<file path="src/rtl/pfr_pkg.sv">
// Package for the page framebuffer rotator: geometry constants, codes,
// controller states and the command/status structs. No dependencies.
`timescale 1ns / 1ps

package pfr_pkg;

	// Source geometry (portrait image)
	localparam int SRC_WIDTH = 64;
	localparam int SRC_PAGES = 16;

	// Store geometry (landscape image)
	localparam int DST_COLS    = SRC_PAGES * 8;
	localparam int DST_PAGES   = (SRC_WIDTH + 7) / 8;
	localparam int STORE_BYTES = DST_PAGES * DST_COLS;

	localparam int SPAGE_W = 4;
	localparam int SCOL_W  = 6;
	localparam int COL_W   = $clog2(DST_COLS);
	localparam int PAGE_W  = $clog2(DST_PAGES);
	localparam int ADDR_W  = $clog2(STORE_BYTES);
	localparam int BIT_W   = 3;

	localparam logic [SPAGE_W-1:0] SPAGE_MAX = SPAGE_W'(SRC_PAGES - 1);
	localparam logic [SCOL_W-1:0]  SCOL_MAX  = SCOL_W'(SRC_WIDTH - 1);
	localparam logic [SCOL_W-1:0]  ROW_LAST  = SCOL_W'(SRC_WIDTH - 1);
	localparam logic [COL_W-1:0]   COL_LAST  = COL_W'(DST_COLS - 1);
	localparam logic [PAGE_W-1:0]  PAGE_LAST = PAGE_W'(DST_PAGES - 1);
	localparam logic [ADDR_W-1:0]  ADDR_LAST = ADDR_W'(STORE_BYTES - 1);
	localparam logic [BIT_W-1:0]   BIT_LAST  = BIT_W'(7);

	typedef enum logic [1:0] {
		MODE_NONE  = 2'd0,
		MODE_LEFT  = 2'd1,
		MODE_RIGHT = 2'd2
	} mode_t;

	typedef enum logic [1:0] {
		KIND_WRITE = 2'd0,
		KIND_READ  = 2'd1,
		KIND_CLEAR = 2'd2
	} kind_t;

	typedef enum logic [2:0] {
		ST_IDLE,
		ST_SCAT,
		ST_DRAIN,
		ST_CLR,
		ST_RD,
		ST_LOAD
	} state_t;

	typedef struct packed {
		logic              capture;   // latch the input item fields
		logic              scat_rd;   // read one scatter target byte
		logic [BIT_W-1:0]  bit_idx;   // source bit being scattered
		logic              host_rd;   // read the requested store byte
		logic              clr_wr;    // write zero during a clear sweep
		logic [ADDR_W-1:0] clr_addr;
		logic              load_out;  // move read data to the output register
	} cmd_t;

	typedef struct packed {
		logic [1:0] mode;
		logic       out_busy;         // output register full and stalled
	} stat_t;

endpackage

</file>
<file path="src/rtl/pfr_ctrl.sv">
// Controller of the page framebuffer rotator: sequences scatter, read and
// clear items and the clearing pass after reset. Depends on pfr_pkg.
`timescale 1ns / 1ps

module pfr_ctrl (
	input  logic           clk,
	input  logic           arst_n,
	input  logic           in_valid,
	input  logic [1:0]     kind,
	output logic           in_stall,
	input  pfr_pkg::stat_t stat,
	output pfr_pkg::cmd_t  cmd
);

	pfr_pkg::state_t state_q, state_d;
	logic [pfr_pkg::ADDR_W-1:0] cnt_q;
	logic                       rot_on;

	assign rot_on = (stat.mode == pfr_pkg::MODE_LEFT) || (stat.mode == pfr_pkg::MODE_RIGHT);

	always_comb begin
		state_d = state_q;
		unique case (state_q)
			pfr_pkg::ST_IDLE: begin
				if (in_valid) begin
					unique case (kind)
						pfr_pkg::KIND_WRITE: state_d = rot_on ? pfr_pkg::ST_SCAT
							: pfr_pkg::ST_IDLE;
						pfr_pkg::KIND_READ:  state_d = pfr_pkg::ST_RD;
						pfr_pkg::KIND_CLEAR: state_d = pfr_pkg::ST_CLR;
						default:             state_d = pfr_pkg::ST_IDLE;
					endcase
				end
			end
			pfr_pkg::ST_SCAT: begin
				if (cnt_q[pfr_pkg::BIT_W-1:0] == pfr_pkg::BIT_LAST) begin
					state_d = pfr_pkg::ST_DRAIN;
				end
			end
			pfr_pkg::ST_DRAIN: state_d = pfr_pkg::ST_IDLE;
			pfr_pkg::ST_CLR: begin
				if (cnt_q == pfr_pkg::ADDR_LAST) begin
					state_d = pfr_pkg::ST_IDLE;
				end
			end
			pfr_pkg::ST_RD:   state_d = pfr_pkg::ST_LOAD;
			pfr_pkg::ST_LOAD: begin
				if (!stat.out_busy) begin
					state_d = pfr_pkg::ST_IDLE;
				end
			end
			default: state_d = pfr_pkg::ST_IDLE;
		endcase
	end

	always_ff @(posedge clk or negedge arst_n) begin
		if (!arst_n) begin
			state_q <= pfr_pkg::ST_CLR;
			cnt_q   <= '0;
		end else begin
			state_q <= state_d;
			if ((state_q == pfr_pkg::ST_SCAT || state_q == pfr_pkg::ST_CLR)
					&& state_d == state_q) begin
				cnt_q <= cnt_q + 1'b1;
			end else begin
				cnt_q <= '0;
			end
		end
	end

	always_comb begin
		cmd          = '0;
		cmd.bit_idx  = cnt_q[pfr_pkg::BIT_W-1:0];
		cmd.clr_addr = cnt_q;
		in_stall     = 1'b1;
		unique case (state_q)
			pfr_pkg::ST_IDLE: begin
				in_stall    = 1'b0;
				cmd.capture = in_valid;
			end
			pfr_pkg::ST_SCAT:  cmd.scat_rd  = 1'b1;
			pfr_pkg::ST_DRAIN: ;
			pfr_pkg::ST_CLR:   cmd.clr_wr   = 1'b1;
			pfr_pkg::ST_RD:    cmd.host_rd  = 1'b1;
			pfr_pkg::ST_LOAD:  cmd.load_out = !stat.out_busy;
			default: ;
		endcase
	end

endmodule

</file>
<file path="config.mk">
export PLATFORM = sky130hd
export DESIGN_NAME = pfr_ctrl
export DESIGN_NICKNAME = d
export VERILOG_FILES = /design/src/rtl/pfr_pkg.sv /design/src/rtl/pfr_ctrl.sv
export SDC_FILE = /design/constraint.sdc
export NUM_CORES = 1
export LEC_CHECK = 0
export BUFFER_PORTS_ARGS = -buffer_cell sky130_fd_sc_hd__buf_2
export CAP_MARGIN = 20
export CELL_PAD_IN_SITES_DETAIL_PLACEMENT = 1
export CELL_PAD_IN_SITES_GLOBAL_PLACEMENT = 2
export CORE_MARGIN = 4
export CORE_UTILIZATION = 30
export CTS_CLUSTER_SIZE = 30
export DETAILED_ROUTE_END_ITERATION = 6
export GPL_ROUTABILITY_DRIVEN = 0
export GPL_TIMING_DRIVEN = 0
export PLACE_DENSITY = 0.77
export SETUP_SLACK_MARGIN = 0.1
export SYNTH_ARGS = -nofsm -noshare
export SYNTH_HDL_FRONTEND = slang
export SYNTH_SLANG_ARGS = --single-unit
</file>
<file path="constraint.sdc">
create_clock -name clk -period 3.6 [get_ports clk]
set_clock_uncertainty 0.1 [all_clocks]
set_input_delay 0.9 -clock clk [delete_from_list [all_inputs] [get_ports clk]]
set_output_delay 0.9 -clock clk [all_outputs]
set_load 0.03 [all_outputs]
</file>
==> flow_summary.yaml <==
outcome:
  outcome: "finished, final reports clean"
setup_path:
  crit_chain: "nand2b_1 -> clkbuf_1 -> nor2_1 -> buf_2"
  crit_fanout: 10
  cp.arrival_ns: 1.66
  start_kind: "register"
  worstPathRequired_ns: 2.60
  rrSetupSlack_ns: 1.74
  critPathCaptureType: "output port"
  path_class: "register to output port"
  slowest_delay_ns: 0.43
  crit_slowest_cell: "dfrtp_1"
synthesis:
  synthAdderAreaFrac_pct: 3.33
  synth_top_family_by_area: "simple AND/OR/NAND/NOR gates"
  syn_avg_cell_area_um2: 9.89
  synth_commonest_cells: "dfrtp_1, inv_1, nand3_1, nor3_1"
  yosysTopAreaCell: "dfrtp_1"
  synthXorXnorAreaFrac_pct: 3.49
  synth_nets: 86
  yosys.area_share.simple_pct: 27.5
  ys.flop_type: "dfrtp_1"
  synth_edf_count: 0
  syn_inst: 76
  synth-warning-count: 0
  yosysSeqAreaShare_pct: 43.6
  synthArstFlopShare_pct: 100
  synth_area_leaders: "dfrtp_1, dfstp_2, a211oi_1, ha_1, nand3_1"
  synthesis.area_um2: 752
  synth_top_area_share_pct: 36.6
  postSynthRegisterBits: 13
  ys_types: 29
  yosysMostFrequentCell: "dfrtp_1"
  synth_compound_area_share_pct: 14.5
  synth.area.mux_share_pct: 0
clock_network:
  cts_setup_buffers: 0
  cts_resized: 0
  cts_tree: "yes"
  clk_latency_ns: 0.27
  clkTransAtPathRegs_ns: 0.08
  ctsHoldBuffers: 0
  clk_path_buf_depth: 2
  cts-buffers-inserted: 3
  clockRootBuffer: "clkbuf_4"
  ctsHtreeMaxLevel: 1
  cts.sinks: 13
placed_design:
  io_buffers: 26
  dp_hpwl_um: 1450
  placed_cells: 130
  place_ws_ns: 1.03
hold_path:
  hold_path.class: "input port to asynchronous set/reset pin"
timing:
  tns_ns: 0
  tightest_slew_ns: 0.500
  rsz0062_at_grt: "false"
  worst_slack_ns: 0.944
  period_needed_ns: 2.66
  whs_ns: 0.398
  fmax_mhz: 377
  setup_viol: 0
  slew_headroom_pct: 66.7
  slew_viol_final: 0
  min_period_over_period_pct: 73.8
  hold_violations: 0
power:
  power.share.combinational_pct: 52.1
  switchingPower_uw: 317
  p_seq_share_pct: 34.2
  power_leakage_nw: 0.456
  ir_drop_v: 0.000337
  intPower_uw: 336
  p_clk_share_pct: 13.7
  power_density_nw_per_um2: 693
  switching_share_pct: 48.6
routing:
  ant_nets: 0
  avgRoutedWirePerCell_um: 13.9
  wirelength_um: 1870
  viasPerCell: 5.08
  dr.pass1.iters: 4
  vias: 681
  drt_iter0_drc: 12
  drcViolationCount: 0
global_route:
  first_global_vias: 717
  grtUsageTotal_pct: 12.6
  grt_pass1_wl_um: 3260
  grt_overflow_total: 0
  antenna_found_initial: 0
  grt_max_degree: 14
final_layout:
  drive_above_1_share_pct: 38.7
  nNetsFinal: 117
  utilization_pct: 41.1
  area_growth_pct: 25.5
  final_cell_count_no_fill: 134
  n_antenna_cell: 0
floorplan:
  core-area_um2: 2300
  die_h_um: 58.1
  num_rows: 17
  pin_count: 27
  die-area_um2: 3370
  die_x_um: 58.1
  initial_core_util_pct: 32.7
job:
  drv_cap: 0
==> routing by layer <==
layer	global-route usage, %	vias up	wire (um)
li1	-	336	-
met1	15.1	326	845
met2	21.9	15	917
met3	2.67	4	84
met4	4.97	0	19
met5	0	-	0
==> state kept, by name, indices dropped and copies added, names as in the netlist <==
register and flops:
cnt_q 10, state_q 3
==> cells by family (layout without fill, tap and decap cells) <==
group                    Yosys count  count (layout)
buffers and inverters             12              42
flip-flops                        13              13
adder cells (fa/ha/maj)            2               2
XOR/XNOR                           3               3
AO/OA/AOI/OAI                     14              14
AND/OR/NAND/NOR                   32              32
==> power groups by stage <==
stage	clock (mW)	combinational [mW]	sequential, mW
final	0.0896	0.340	0.224
after floorplan	0	0.221	0.249
after global placement	0	0.348	0.224
after CTS	0.0953	0.349	0.226
after global routing	0.105	0.375	0.230
after detailed placement	0	0.350	0.228
==> critical path, delay by kind of cell (launching register included) <==
family	cells	cell delay (ns)
flip-flops	1	0.43
buffers and inverters	2	0.62
AND/OR/NAND/NOR	2	0.33
==> stage by stage <==
stage | total power [mW] | cell area, um^2
final | 0.654 | 943
after global routing | 0.710 | 943
after CTS | 0.670 | 943
after detailed placement | 0.579 | 917
after global placement | 0.572 | 917
after floorplan | 0.470 | 752
==> path summary, 6_finish.rpt <==
path	end	depth (start not counted)	startpoint
max	cmd[11]	4	state_q[2]$_DFF_PN0_
min	cnt_q[7]$_DFF_PN0_	1	arst_n
max reg2reg	cnt_q[3]$_DFF_PN0_	5	state_q[1]$_DFF_PN1_
min reg2reg	cnt_q[0]$_DFF_PN0_	1	cnt_q[0]$_DFF_PN0_
max in group asynchronous	state_q[0]$_DFF_PN1_	1	arst_n
min in group clk	cnt_q[0]$_DFF_PN0_	1	cnt_q[0]$_DFF_PN0_
==> cell usage in the layout (no fill, tap or decap), drive strengths merged <==
| cell type | count |
|---|---|
| dfstp | 2 |
| nor3 | 5 |
| dfrtp | 11 |
| inv | 6 |
| clkbuf | 6 |
| nand2b | 3 |
| nand4 | 2 |
| or3 | 5 |
| nor4b | 1 |
| xor2 | 2 |
| nand3 | 5 |
| o21ai | 4 |
| nand2 | 3 |
| nand3b | 1 |
| nor3b | 2 |
| a211oi | 5 |
| ha | 2 |
| or4 | 1 |
| o41ai | 1 |
| xnor2 | 1 |
| nor2 | 3 |
| o211ai | 2 |
| nor4 | 1 |
| buf | 30 |
| o31ai | 2 |
==> final cells by class <==
class / count / area, um^2
flip-flops and latches: 13 / 328
plain buffers: 6 / 35.0
clock buffers: 4 / 26.3
multi-input cells: 51 / 367
repair buffers: 26 / 130
inverters: 6 / 22.5
fillers: 279 / 1350
well taps: 28 / 35.0
Power figures use the tool's default switching activity.
